[src/rtl/dts_pkg.sv]
// Shared types and constants for the deadline task scheduler.
// No dependencies; every other file refers to it by scoped names.
package dts_pkg;

    localparam int IdW    = 4;    // task id field
    localparam int DlyW   = 32;   // delay field
    localparam int ScaleW = 42;   // delay after the millisecond scale
    localparam int NdW    = 48;   // reported deadline
    localparam logic [9:0] MsScale = 10'd1000;

    typedef enum logic [1:0] {
        CMD_RUN_NOW   = 2'd0,
        CMD_RUN_AFTER = 2'd1,
        CMD_TICK      = 2'd2,
        CMD_POP       = 2'd3
    } cmd_t;

    typedef enum logic [1:0] {
        OP_NOP    = 2'd0,
        OP_INSERT = 2'd1,
        OP_REMOVE = 2'd2,
        OP_SHIFT  = 2'd3
    } op_t;

    typedef enum logic [2:0] {
        ST_IDLE,
        ST_CALC,
        ST_REMOVE,
        ST_INSERT,
        ST_EXPIRE,
        ST_FINISH
    } state_t;

    typedef struct packed {
        op_t            op;
        logic [IdW-1:0] id;
    } chain_ctl_t;

endpackage

[src/rtl/dts_if.sv]
// Request and response channel interfaces of the deadline task scheduler.
// Depends on dts_pkg for field widths.
interface dts_req_if;
    logic                     valid;
    logic                     ready;
    logic [1:0]               command;
    logic [dts_pkg::IdW-1:0]  task_id;
    logic [dts_pkg::DlyW-1:0] delay;
    logic                     delay_in_ms;

    modport source (output valid, command, task_id, delay, delay_in_ms, input ready);
    modport sink   (input valid, command, task_id, delay, delay_in_ms, output ready);
endinterface

interface dts_rsp_if;
    logic                    valid;
    logic                    ready;
    logic                    status;
    logic                    ready_valid;
    logic [dts_pkg::IdW-1:0] ready_task;
    logic                    ready_empty;
    logic                    waiting_empty;
    logic [dts_pkg::NdW-1:0] next_deadline;

    modport source (output valid, status, ready_valid, ready_task, ready_empty,
                    waiting_empty, next_deadline, input ready);
    modport sink   (input valid, status, ready_valid, ready_task, ready_empty,
                    waiting_empty, next_deadline, output ready);
endinterface

[src/rtl/dts_cell.sv]
// One slot of the deadline-sorted waiting list.
// Depends on dts_pkg; apart from the shared control and new deadline, talks only to its two neighbors.
module dts_cell #(
    parameter int TIME_BITS = 48
) (
    input  logic                         clk,
    input  logic                         rst_n,
    input  dts_pkg::chain_ctl_t          ctl,
    input  logic [TIME_BITS-1:0]         new_dl,
    input  logic                         prev_valid,
    input  logic [dts_pkg::IdW-1:0]      prev_id,
    input  logic [TIME_BITS-1:0]         prev_dl,
    input  logic                         prev_earlier,
    input  logic                         prev_found,
    input  logic                         next_valid,
    input  logic [dts_pkg::IdW-1:0]      next_id,
    input  logic [TIME_BITS-1:0]         next_dl,
    output logic                         valid,
    output logic [dts_pkg::IdW-1:0]      id,
    output logic [TIME_BITS-1:0]         dl,
    output logic                         earlier,
    output logic                         found
);
    logic                    valid_reg, valid_next;
    logic [dts_pkg::IdW-1:0] id_reg, id_next;
    logic [TIME_BITS-1:0]    dl_reg, dl_next;

    assign earlier = valid_reg && (dl_reg < new_dl);
    assign found   = prev_found || (valid_reg && (id_reg == ctl.id));

    always_comb
    begin
        valid_next = valid_reg;
        id_next    = id_reg;
        dl_next    = dl_reg;
        case (ctl.op)
            dts_pkg::OP_INSERT:
            begin
                // stay put if earlier; the first slot that is not earlier takes the newcomer
                if (!earlier)
                begin
                    if (prev_earlier)
                    begin
                        valid_next = 1'b1;
                        id_next    = ctl.id;
                        dl_next    = new_dl;
                    end
                    else
                    begin
                        valid_next = prev_valid;
                        id_next    = prev_id;
                        dl_next    = prev_dl;
                    end
                end
            end
            dts_pkg::OP_REMOVE:
            begin
                if (found)
                begin
                    valid_next = next_valid;
                    id_next    = next_id;
                    dl_next    = next_dl;
                end
            end
            dts_pkg::OP_SHIFT:
            begin
                valid_next = next_valid;
                id_next    = next_id;
                dl_next    = next_dl;
            end
            default:
            begin
            end
        endcase
    end

    always_ff @(posedge clk or negedge rst_n)
    begin
        if (!rst_n)
            valid_reg <= 1'b0;
        else
            valid_reg <= valid_next;
    end

    always_ff @(posedge clk)
    begin
        id_reg <= id_next;
        dl_reg <= dl_next;
    end

    assign valid = valid_reg;
    assign id    = id_reg;
    assign dl    = dl_reg;
endmodule

[src/rtl/dts_wait_chain.sv]
// Row of waiting-list cells, earliest deadline at slot 0.
// Depends on dts_pkg and dts_cell.
module dts_wait_chain #(
    parameter int NUM_TASKS = 16,
    parameter int TIME_BITS = 48
) (
    input  logic                    clk,
    input  logic                    rst_n,
    input  dts_pkg::chain_ctl_t     ctl,
    input  logic [TIME_BITS-1:0]    new_dl,
    output logic [NUM_TASKS-1:0]    valids,
    output logic [dts_pkg::IdW-1:0] head_id,
    output logic [TIME_BITS-1:0]    head_dl
);
    logic                    v   [NUM_TASKS+1];
    logic [dts_pkg::IdW-1:0] ids [NUM_TASKS+1];
    logic [TIME_BITS-1:0]    dls [NUM_TASKS+1];
    logic                    bef [NUM_TASKS+1];
    logic                    fnd [NUM_TASKS+1];

    // slot 0 sees a virtual earlier neighbor; the tail sees an empty one
    assign bef[0]         = 1'b1;
    assign fnd[0]         = 1'b0;
    assign v[NUM_TASKS]   = 1'b0;
    assign ids[NUM_TASKS] = '0;
    assign dls[NUM_TASKS] = '0;

    for (genvar i = 0; i < NUM_TASKS; i++)
    begin : g_cell
        logic                    pv;
        logic [dts_pkg::IdW-1:0] pid;
        logic [TIME_BITS-1:0]    pdl;
        if (i == 0)
        begin : g_first
            assign pv  = 1'b0;
            assign pid = '0;
            assign pdl = '0;
        end
        else
        begin : g_rest
            assign pv  = v[i-1];
            assign pid = ids[i-1];
            assign pdl = dls[i-1];
        end

        dts_cell #(.TIME_BITS(TIME_BITS)) u_cell (
            .clk         (clk),
            .rst_n       (rst_n),
            .ctl         (ctl),
            .new_dl      (new_dl),
            .prev_valid  (pv),
            .prev_id     (pid),
            .prev_dl     (pdl),
            .prev_earlier(bef[i]),
            .prev_found  (fnd[i]),
            .next_valid  (v[i+1]),
            .next_id     (ids[i+1]),
            .next_dl     (dls[i+1]),
            .valid       (v[i]),
            .id          (ids[i]),
            .dl          (dls[i]),
            .earlier     (bef[i+1]),
            .found       (fnd[i+1])
        );
        assign valids[i] = v[i];
    end

    assign head_id = ids[0];
    assign head_dl = dls[0];
endmodule

[src/rtl/deadline_task_scheduler.sv]
// Deadline task scheduler top level: command sequencer, ready ring and task marks.
// Depends on dts_pkg, dts_if and dts_wait_chain.
//
// One request is handled at a time. Pop and ignored run requests go from idle
// straight to finish, a run-now through remove when the task leaves the waiting
// list, a run-after-delay through calc, remove (if waiting) and insert, and a
// tick through expire, where the waiting-list cell row moves one expired head
// into the ready ring per cycle. The next request is taken while the previous
// response still sits in the output register. No clearing pass follows reset.
module deadline_task_scheduler #(
    parameter int NUM_TASKS = 16,
    parameter int TIME_BITS = 48
) (
    input  logic      clk,
    input  logic      rst_n,
    dts_req_if.sink   req,
    dts_rsp_if.source rsp
);
    localparam int PW = (NUM_TASKS > 1) ? $clog2(NUM_TASKS) : 1;
    localparam int CW = $clog2(NUM_TASKS + 1);
    localparam int SW = ((TIME_BITS > dts_pkg::ScaleW) ? TIME_BITS : dts_pkg::ScaleW) + 1;
    localparam logic [TIME_BITS-1:0] TimeMax = {TIME_BITS{1'b1}};

    dts_pkg::state_t state_reg, state_next;

    logic [TIME_BITS-1:0]       now_reg;
    logic [NUM_TASKS-1:0]       wait_mark_reg, pend_mark_reg;
    logic [dts_pkg::IdW-1:0]    ring_reg [NUM_TASKS];
    logic [PW-1:0]              head_reg;
    logic [CW-1:0]              count_reg;

    logic [1:0]                 cmd_reg;
    logic [dts_pkg::IdW-1:0]    id_reg;
    logic [dts_pkg::ScaleW-1:0] d_reg;
    logic [TIME_BITS-1:0]       at_reg;
    logic                       status_reg, rvalid_reg;
    logic [dts_pkg::IdW-1:0]    rtask_reg;

    logic                       rsp_valid_reg;
    logic                       rsp_status_reg, rsp_rvalid_reg, rsp_rempty_reg, rsp_wempty_reg;
    logic [dts_pkg::IdW-1:0]    rsp_rtask_reg;
    logic [dts_pkg::NdW-1:0]    rsp_nd_reg;

    dts_pkg::chain_ctl_t        ctl;
    logic [NUM_TASKS-1:0]       cell_valids;
    logic [dts_pkg::IdW-1:0]    head_id;
    logic [TIME_BITS-1:0]       head_dl;

    logic                       accept, push_en, pop_en, wclr_en, wset_en, load_rsp;
    logic [dts_pkg::IdW-1:0]    push_id, wclr_id;

    logic [7:0]                 req_id8, reg_id8, push_id8, clr_id8, pop_id8;
    logic [PW-1:0]              req_idx, reg_idx, push_idx, clr_idx, pop_idx;
    logic                       req_in_range, req_run, req_ignore, head_expired;
    logic [dts_pkg::IdW-1:0]    pop_task;
    logic [CW:0]                tail_sum;
    logic [PW-1:0]              tail_idx;
    logic [SW-1:0]              at_sum;
    logic [63:0]                head_dl64;

    // task ids index the mark vectors through a common 8-bit view
    assign req_id8  = {4'd0, req.task_id};
    assign reg_id8  = {4'd0, id_reg};
    assign push_id8 = {4'd0, push_id};
    assign clr_id8  = {4'd0, wclr_id};
    assign req_idx  = req_id8[PW-1:0];
    assign reg_idx  = reg_id8[PW-1:0];
    assign push_idx = push_id8[PW-1:0];
    assign clr_idx  = clr_id8[PW-1:0];

    assign pop_task = ring_reg[head_reg];
    assign pop_id8  = {4'd0, pop_task};
    assign pop_idx  = pop_id8[PW-1:0];

    assign req_in_range = (NUM_TASKS > 255) || (req_id8 < 8'(NUM_TASKS));
    assign req_run      = (req.command == dts_pkg::CMD_RUN_NOW) ||
                          (req.command == dts_pkg::CMD_RUN_AFTER);
    assign req_ignore   = req_run && (!req_in_range || pend_mark_reg[req_idx]);
    assign head_expired = cell_valids[0] && (head_dl <= now_reg);

    assign tail_sum = (CW+1)'(head_reg) + (CW+1)'(count_reg);
    assign tail_idx = (tail_sum >= (CW+1)'(NUM_TASKS)) ?
                      PW'(tail_sum - (CW+1)'(NUM_TASKS)) : PW'(tail_sum);

    assign at_sum    = SW'(now_reg) + SW'(d_reg);
    assign head_dl64 = 64'(head_dl);

    assign accept = req.valid && req.ready;

    always_comb
    begin
        state_next = state_reg;
        req.ready  = 1'b0;
        ctl.op     = dts_pkg::OP_NOP;
        ctl.id     = id_reg;
        push_en    = 1'b0;
        push_id    = id_reg;
        pop_en     = 1'b0;
        wclr_en    = 1'b0;
        wclr_id    = id_reg;
        wset_en    = 1'b0;
        load_rsp   = 1'b0;
        case (state_reg)
            dts_pkg::ST_IDLE:
            begin
                req.ready = 1'b1;
                if (req.valid)
                begin
                    case (req.command)
                        dts_pkg::CMD_RUN_NOW:
                        begin
                            if (req_ignore)
                                state_next = dts_pkg::ST_FINISH;
                            else if (wait_mark_reg[req_idx])
                                state_next = dts_pkg::ST_REMOVE;
                            else
                            begin
                                push_en    = 1'b1;
                                push_id    = req.task_id;
                                state_next = dts_pkg::ST_FINISH;
                            end
                        end
                        dts_pkg::CMD_RUN_AFTER:
                            state_next = req_ignore ? dts_pkg::ST_FINISH : dts_pkg::ST_CALC;
                        dts_pkg::CMD_TICK:
                            state_next = dts_pkg::ST_EXPIRE;
                        default:
                        begin
                            pop_en     = count_reg != '0;
                            state_next = dts_pkg::ST_FINISH;
                        end
                    endcase
                end
            end
            dts_pkg::ST_CALC:
                state_next = wait_mark_reg[reg_idx] ? dts_pkg::ST_REMOVE : dts_pkg::ST_INSERT;
            dts_pkg::ST_REMOVE:
            begin
                ctl.op  = dts_pkg::OP_REMOVE;
                wclr_en = 1'b1;
                if (cmd_reg == dts_pkg::CMD_RUN_NOW)
                begin
                    push_en    = 1'b1;
                    state_next = dts_pkg::ST_FINISH;
                end
                else
                    state_next = dts_pkg::ST_INSERT;
            end
            dts_pkg::ST_INSERT:
            begin
                ctl.op     = dts_pkg::OP_INSERT;
                wset_en    = 1'b1;
                state_next = dts_pkg::ST_FINISH;
            end
            dts_pkg::ST_EXPIRE:
            begin
                // drain one expired head per cycle
                if (head_expired)
                begin
                    ctl.op  = dts_pkg::OP_SHIFT;
                    push_en = 1'b1;
                    push_id = head_id;
                    wclr_en = 1'b1;
                    wclr_id = head_id;
                end
                else
                    state_next = dts_pkg::ST_FINISH;
            end
            dts_pkg::ST_FINISH:
            begin
                if (!rsp_valid_reg || rsp.ready)
                begin
                    load_rsp   = 1'b1;
                    state_next = dts_pkg::ST_IDLE;
                end
            end
            default:
                state_next = dts_pkg::ST_IDLE;
        endcase
    end

    dts_wait_chain #(.NUM_TASKS(NUM_TASKS), .TIME_BITS(TIME_BITS)) u_chain (
        .clk    (clk),
        .rst_n  (rst_n),
        .ctl    (ctl),
        .new_dl (at_reg),
        .valids (cell_valids),
        .head_id(head_id),
        .head_dl(head_dl)
    );

    always_ff @(posedge clk or negedge rst_n)
    begin
        if (!rst_n)
        begin
            state_reg     <= dts_pkg::ST_IDLE;
            now_reg       <= '0;
            wait_mark_reg <= '0;
            pend_mark_reg <= '0;
            head_reg      <= '0;
            count_reg     <= '0;
            rsp_valid_reg <= 1'b0;
        end
        else
        begin
            state_reg <= state_next;
            if (accept && (req.command == dts_pkg::CMD_TICK) && (now_reg != TimeMax))
                now_reg <= now_reg + 1'b1;
            if (wclr_en)
                wait_mark_reg[clr_idx] <= 1'b0;
            if (wset_en)
                wait_mark_reg[reg_idx] <= 1'b1;
            if (push_en && (count_reg != CW'(NUM_TASKS)))
            begin
                pend_mark_reg[push_idx] <= 1'b1;
                count_reg               <= count_reg + 1'b1;
            end
            if (pop_en)
            begin
                pend_mark_reg[pop_idx] <= 1'b0;
                count_reg              <= count_reg - 1'b1;
                head_reg <= (head_reg == PW'(NUM_TASKS - 1)) ? '0 : head_reg + 1'b1;
            end
            if (load_rsp)
                rsp_valid_reg <= 1'b1;
            else if (rsp.ready)
                rsp_valid_reg <= 1'b0;
        end
    end

    always_ff @(posedge clk)
    begin
        if (push_en && (count_reg != CW'(NUM_TASKS)))
            ring_reg[tail_idx] <= push_id;
        if (accept)
        begin
            cmd_reg    <= req.command;
            id_reg     <= req.task_id;
            d_reg      <= req.delay_in_ms ?
                          dts_pkg::ScaleW'(req.delay) * dts_pkg::ScaleW'(dts_pkg::MsScale)
                          : dts_pkg::ScaleW'(req.delay);
            status_reg <= req_ignore;
            rvalid_reg <= pop_en;
            rtask_reg  <= pop_en ? pop_task : '0;
        end
        if (state_reg == dts_pkg::ST_CALC)
            at_reg <= (at_sum > SW'(TimeMax)) ? TimeMax : at_sum[TIME_BITS-1:0];
        if (load_rsp)
        begin
            rsp_status_reg <= status_reg;
            rsp_rvalid_reg <= rvalid_reg;
            rsp_rtask_reg  <= rtask_reg;
            rsp_rempty_reg <= count_reg == '0;
            rsp_wempty_reg <= !cell_valids[0];
            rsp_nd_reg     <= cell_valids[0] ? head_dl64[dts_pkg::NdW-1:0] : '0;
        end
    end

    assign rsp.valid         = rsp_valid_reg;
    assign rsp.status        = rsp_status_reg;
    assign rsp.ready_valid   = rsp_rvalid_reg;
    assign rsp.ready_task    = rsp_rtask_reg;
    assign rsp.ready_empty   = rsp_rempty_reg;
    assign rsp.waiting_empty = rsp_wempty_reg;
    assign rsp.next_deadline = rsp_nd_reg;

    a_wait_marks: assert property (@(posedge clk) disable iff (!rst_n)
        (state_reg == dts_pkg::ST_IDLE) |->
            ($countones(wait_mark_reg) == $countones(cell_valids)))
        else $error("waiting marks disagree with occupied cells");

    a_pend_marks: assert property (@(posedge clk) disable iff (!rst_n)
        (state_reg == dts_pkg::ST_IDLE) |->
            ($countones(pend_mark_reg) == 32'(count_reg)))
        else $error("pending marks disagree with ready count");

    a_expire_done: assert property (@(posedge clk) disable iff (!rst_n)
        ((state_reg == dts_pkg::ST_FINISH) && ($past(state_reg) == dts_pkg::ST_EXPIRE))
            |-> !head_expired)
        else $error("expired task left in waiting list");

    a_count_bound: assert property (@(posedge clk) disable iff (!rst_n)
        count_reg <= CW'(NUM_TASKS))
        else $error("ready count above capacity");
endmodule
[src/flat_wrapper.sv]
// flat-port wrapper written by rule: the top's interface ports become plain ports
module deadline_task_scheduler_flat 
#(
    parameter int NUM_TASKS = 16,
    parameter int TIME_BITS = 48
)
  (clk, rst_n, req_valid, req_command, req_task_id, req_delay, req_delay_in_ms, req_ready, rsp_valid, rsp_status, rsp_ready_valid, rsp_ready_task, rsp_ready_empty, rsp_waiting_empty, rsp_next_deadline, rsp_ready);
  dts_req_if req_i ();
  dts_rsp_if rsp_i ();
  input  logic clk;
  input  logic rst_n;
  input wire logic [$bits(req_i.valid)-1:0] req_valid;
  input wire logic [$bits(req_i.command)-1:0] req_command;
  input wire logic [$bits(req_i.task_id)-1:0] req_task_id;
  input wire logic [$bits(req_i.delay)-1:0] req_delay;
  input wire logic [$bits(req_i.delay_in_ms)-1:0] req_delay_in_ms;
  output wire logic [$bits(req_i.ready)-1:0] req_ready;
  output wire logic [$bits(rsp_i.valid)-1:0] rsp_valid;
  output wire logic [$bits(rsp_i.status)-1:0] rsp_status;
  output wire logic [$bits(rsp_i.ready_valid)-1:0] rsp_ready_valid;
  output wire logic [$bits(rsp_i.ready_task)-1:0] rsp_ready_task;
  output wire logic [$bits(rsp_i.ready_empty)-1:0] rsp_ready_empty;
  output wire logic [$bits(rsp_i.waiting_empty)-1:0] rsp_waiting_empty;
  output wire logic [$bits(rsp_i.next_deadline)-1:0] rsp_next_deadline;
  input wire logic [$bits(rsp_i.ready)-1:0] rsp_ready;
  assign req_i.valid = req_valid;
  assign req_i.command = req_command;
  assign req_i.task_id = req_task_id;
  assign req_i.delay = req_delay;
  assign req_i.delay_in_ms = req_delay_in_ms;
  assign req_ready = req_i.ready;
  assign rsp_valid = rsp_i.valid;
  assign rsp_status = rsp_i.status;
  assign rsp_ready_valid = rsp_i.ready_valid;
  assign rsp_ready_task = rsp_i.ready_task;
  assign rsp_ready_empty = rsp_i.ready_empty;
  assign rsp_waiting_empty = rsp_i.waiting_empty;
  assign rsp_next_deadline = rsp_i.next_deadline;
  assign rsp_i.ready = rsp_ready;
  deadline_task_scheduler #(.NUM_TASKS(NUM_TASKS), .TIME_BITS(TIME_BITS)) u_core (.clk(clk), .rst_n(rst_n), .req(req_i), .rsp(rsp_i));
endmodule
[config.mk]
export PLATFORM = sky130hd
export DESIGN_NAME = deadline_task_scheduler_flat
export DESIGN_NICKNAME = d
export VERILOG_FILES = /design/src/rtl/dts_pkg.sv /design/src/rtl/dts_if.sv /design/src/rtl/dts_cell.sv /design/src/rtl/dts_wait_chain.sv /design/src/rtl/deadline_task_scheduler.sv /design/src/flat_wrapper.sv
export SDC_FILE = /design/constraint.sdc
export NUM_CORES = 2
export LEC_CHECK = 0
export CORE_MARGIN = 4
export CORE_UTILIZATION = 45
export DETAILED_ROUTE_END_ITERATION = 7
export DONT_BUFFER_PORTS = 1
export HOLD_SLACK_MARGIN = 0.08
export PLACE_DENSITY = 0.72
export SYNTH_ARGS = -nofsm -noshare
export SYNTH_HDL_FRONTEND = slang
export SYNTH_SLANG_ARGS = --single-unit
[constraint.sdc]
create_clock -name clk -period 6.8 [get_ports clk]
set_clock_uncertainty 0.05 [all_clocks]
set_input_delay 1.36 -clock clk [delete_from_list [all_inputs] [get_ports clk]]
set_output_delay 1.36 -clock clk [all_outputs]
set_load 0.05 [all_outputs]
==> results.ini <==
[floorplanning]
start_util = 0.4520
io_pins = 101
fp.dieArea_um2 = 190600
die_y_um = 436.6
coreArea_um2 = 182900
die_w_um = 436.6
fp-row-count = 157

[clock_tree]
path_clk_slew_ns = 0.06
numCtsBuffers = 133
h-tree-depth = 4
cts_resized = 0
holdBufCountCts = 0
cts_root_buffer = clkbuf_16
cts_setup_buffers = 0
clockBufferDepth = 3
clock_latency_ns = 0.81
cts_tree = done
clock-sinks = 1163

[critical_path]
crit_buf_inv = 3
endpoint_kind = flip-flop
required_ns = 7.28
cp_slowest_stage_delay_ns = 0.53
criticalPathCategory = primary input to flip-flop
cpMaxStageDelayCell = fa_1
cp_cell_sequence = fa_1 -> fa_1 -> inv_1 -> fa_1 -> fa_1 -> inv_1 -> ha_1 -> a211oi_1 -> o21ai_0 -> a21oi_1 -> o221ai_1 -> a2111oi_0 -> buf_4 -> nor2_1 -> o21ai_0 -> a21oi_1 -> mux2i_1
start_kind = primary input
path_common_cell = fa_1
critPathTopFamily = adder cells
worst_ep_arrival_time_ns = 6.32
cp_max_fo = 6

[logic_synthesis]
synth_top_cell_by_area = edfxtp_1
synth_area_um2 = 82660
yosys.area_share.simple = 0.1260
yosysWarnings = 0
synth.net_count = 9104
ys_seq_area_frac = 0.4159
yosys_most_used_dff = edfxtp_1
synth_top_area_frac = 0.3829
synth_xor_area_frac = 0.01918
ys_top_cells_by_area = edfxtp_1 (38%), ha_1 (14%), mux2i_1 (7.9%)
synth_top_family_by_area = adder cells
synth_compound_area_frac = 0.1408
synth_fa_ha_area_frac = 0.1708
synth_cells = 8005
async_flop_share = 0.09372
ys_types = 89
synth_area_per_cell_um2 = 10.33
synth_edf_count = 1054
synth_mux_area_frac = 0.09039
synth-seq-cells = 1163

[grt]
grt_pass1_wl_um = 363200
grt-ovfl-total = 0
grt_pass1_vias = 63154
grt_usage = 0.2372
grt_start_max_net_pins = 199
antenna_found_initial = 0

[final_layout]
area_growth_pct = 8.720
final_cell_mix = edfxtp_1 (1,054), ha_1 (935), nand2_1 (843)
layout_commonest_cell = edfxtp_1
drive_gt1_frac = 0.06061
largest_register_ffs = 768
nets = 8945

[routing]
wire_per_inst_um = 22.32
post-route-drc-count = 0
drt_first_pass_iters = 5
final_antenna_net_count = 0
vias = 62944
vias_per_cell = 6.042
initialDrtViolationCount = 5993
wl_um = 232500

[sta]
finalCritPeriodShare = 0.8583
rsz0062_at_grt = false
final_max_slew_viol_count = 0
max_freq_mhz = 171.3
tns_ns = 0
setup_slack_ns = 0.9633
worst_pin_slew_ns = 1.325
fin_hold_ws_ns = 0.2269
setup_viol = 0
max_slew_margin = 0.1166
finalHoldViolCount = 0
min_period_ns = 5.837

[placed_design]
io_buffers = 0
place_worst_setup_slack_ns = 0.1473
gp_congestion = 0.9237
hpwlAfterDp_um = 179300

[power_and_ir_drop]
vdd_drop_max_uv = 570.2
leakage_nw = 37.21
power_density_nw_per_um2 = 555.7

[job]
cap_violations = 0

[min_path]
hp-class = primary input to asynchronous set/reset pin

[outcome]
status = finished, final reports clean

final timing paths:
path / from / to / slack (ns) / cells after the start
setup / recovery: req_delay[0] / u_core.d_reg[40] / 0.96 / 17
hold / removal: rst_n / u_core.now_reg[8] / 0.23 / 0
setup reg to reg: u_core.at_reg[33] / u_core.u_chain.g_cell[15].u_cell.dl[17] / 1.30 / 12
hold reg to reg: u_core.status_reg / u_core.rsp.status / 0.37 / 0
max in group asynchronous: rst_n / u_core.u_chain.g_cell[15].u_cell.valid / 6.08 / 0
min in group clk: u_core.status_reg / u_core.rsp.status / 0.37 / 0
synth_stat cells, drive strengths merged, types with 8 or more instances:
master   number
clkbuf      304
ha          935
and4         19
mux2i       652
and2         72
nor4         31
dfrtp       109
or2          17
fa          121
a211o        10
or3          21
nand2       844
nor2b        56
o221ai       12
o31ai        13
o22ai        11
inv         316
xor2         64
nor3        152
o21bai       18
a2111oi      16
a21oi       467
nor2        397
a21boi        8
nand3       384
a31oi        47
edfxtp     1054
o2111ai      13
a21o        309
nand2b       37
mux4         33
nand4       159
a211oi       44
xnor2       117
mux2         18
buf         147
o21ai       612
a221oi        8
and3         33
o2bb2ai      15
o21a         23
o211ai      191
logic make-up after synthesis:
kind of cell,count (synthesis)
xor gates and xnor gates,181
buffers and inverters,768
DFF,1163
muxes,703
and+or+nand+nor,2249
adders and majority gates,1056
AOI/OAI and AO/OA,1885
cell type report:
class	count	area, um^2
Fill cell	16178	93010
Multi-Input combinational cell	6074	45510
Sequential cell	1163	34380
Clock buffer	176	3657
Tap cell	2464	3083
Timing Repair Buffer	157	1429
Inverter	317	1190
Clock inverter	65	620.6
Antenna cell	1	2.502
metal layers:
metal | GRT usage | vias to the layer above | part of all wire
met3 | 0.03574 | 383 | 0.063
met5 | 0 | - | 0
met4 | 0.08889 | 0 | 0.039
li1 | - | 29539 | -
met2 | 0.3870 | 2352 | 0.46
met1 | 0.3198 | 30670 | 0.44
per-stage QoR:
stage | utilization | total power [mW] | cell area [um^2] | cells
2_1_floorplan | - | 34.37 | 82670 | 8005
3_3_place_gp | 0.4680 | 41.10 | 85590 | 10175
3_5_place_dp | 0.4680 | 42.25 | 85590 | 10175
4_1_cts | 0.4914 | 49.61 | 89870 | 10416
5_1_grt | 0.4914 | 53.45 | 89870 | 10416
6_report | 0.4914 | 49.94 | 89870 | 10417
report_power, final:
part           leakage (nW)  internal, mW  switching, mW
Sequential             11.1          13.1           3.25
Combinational          24.0          10.5           15.9
Clock                  2.08          4.14           3.06
Total                  37.2          27.7           22.2
No activity file was read; power rests on OpenSTA's default activity.
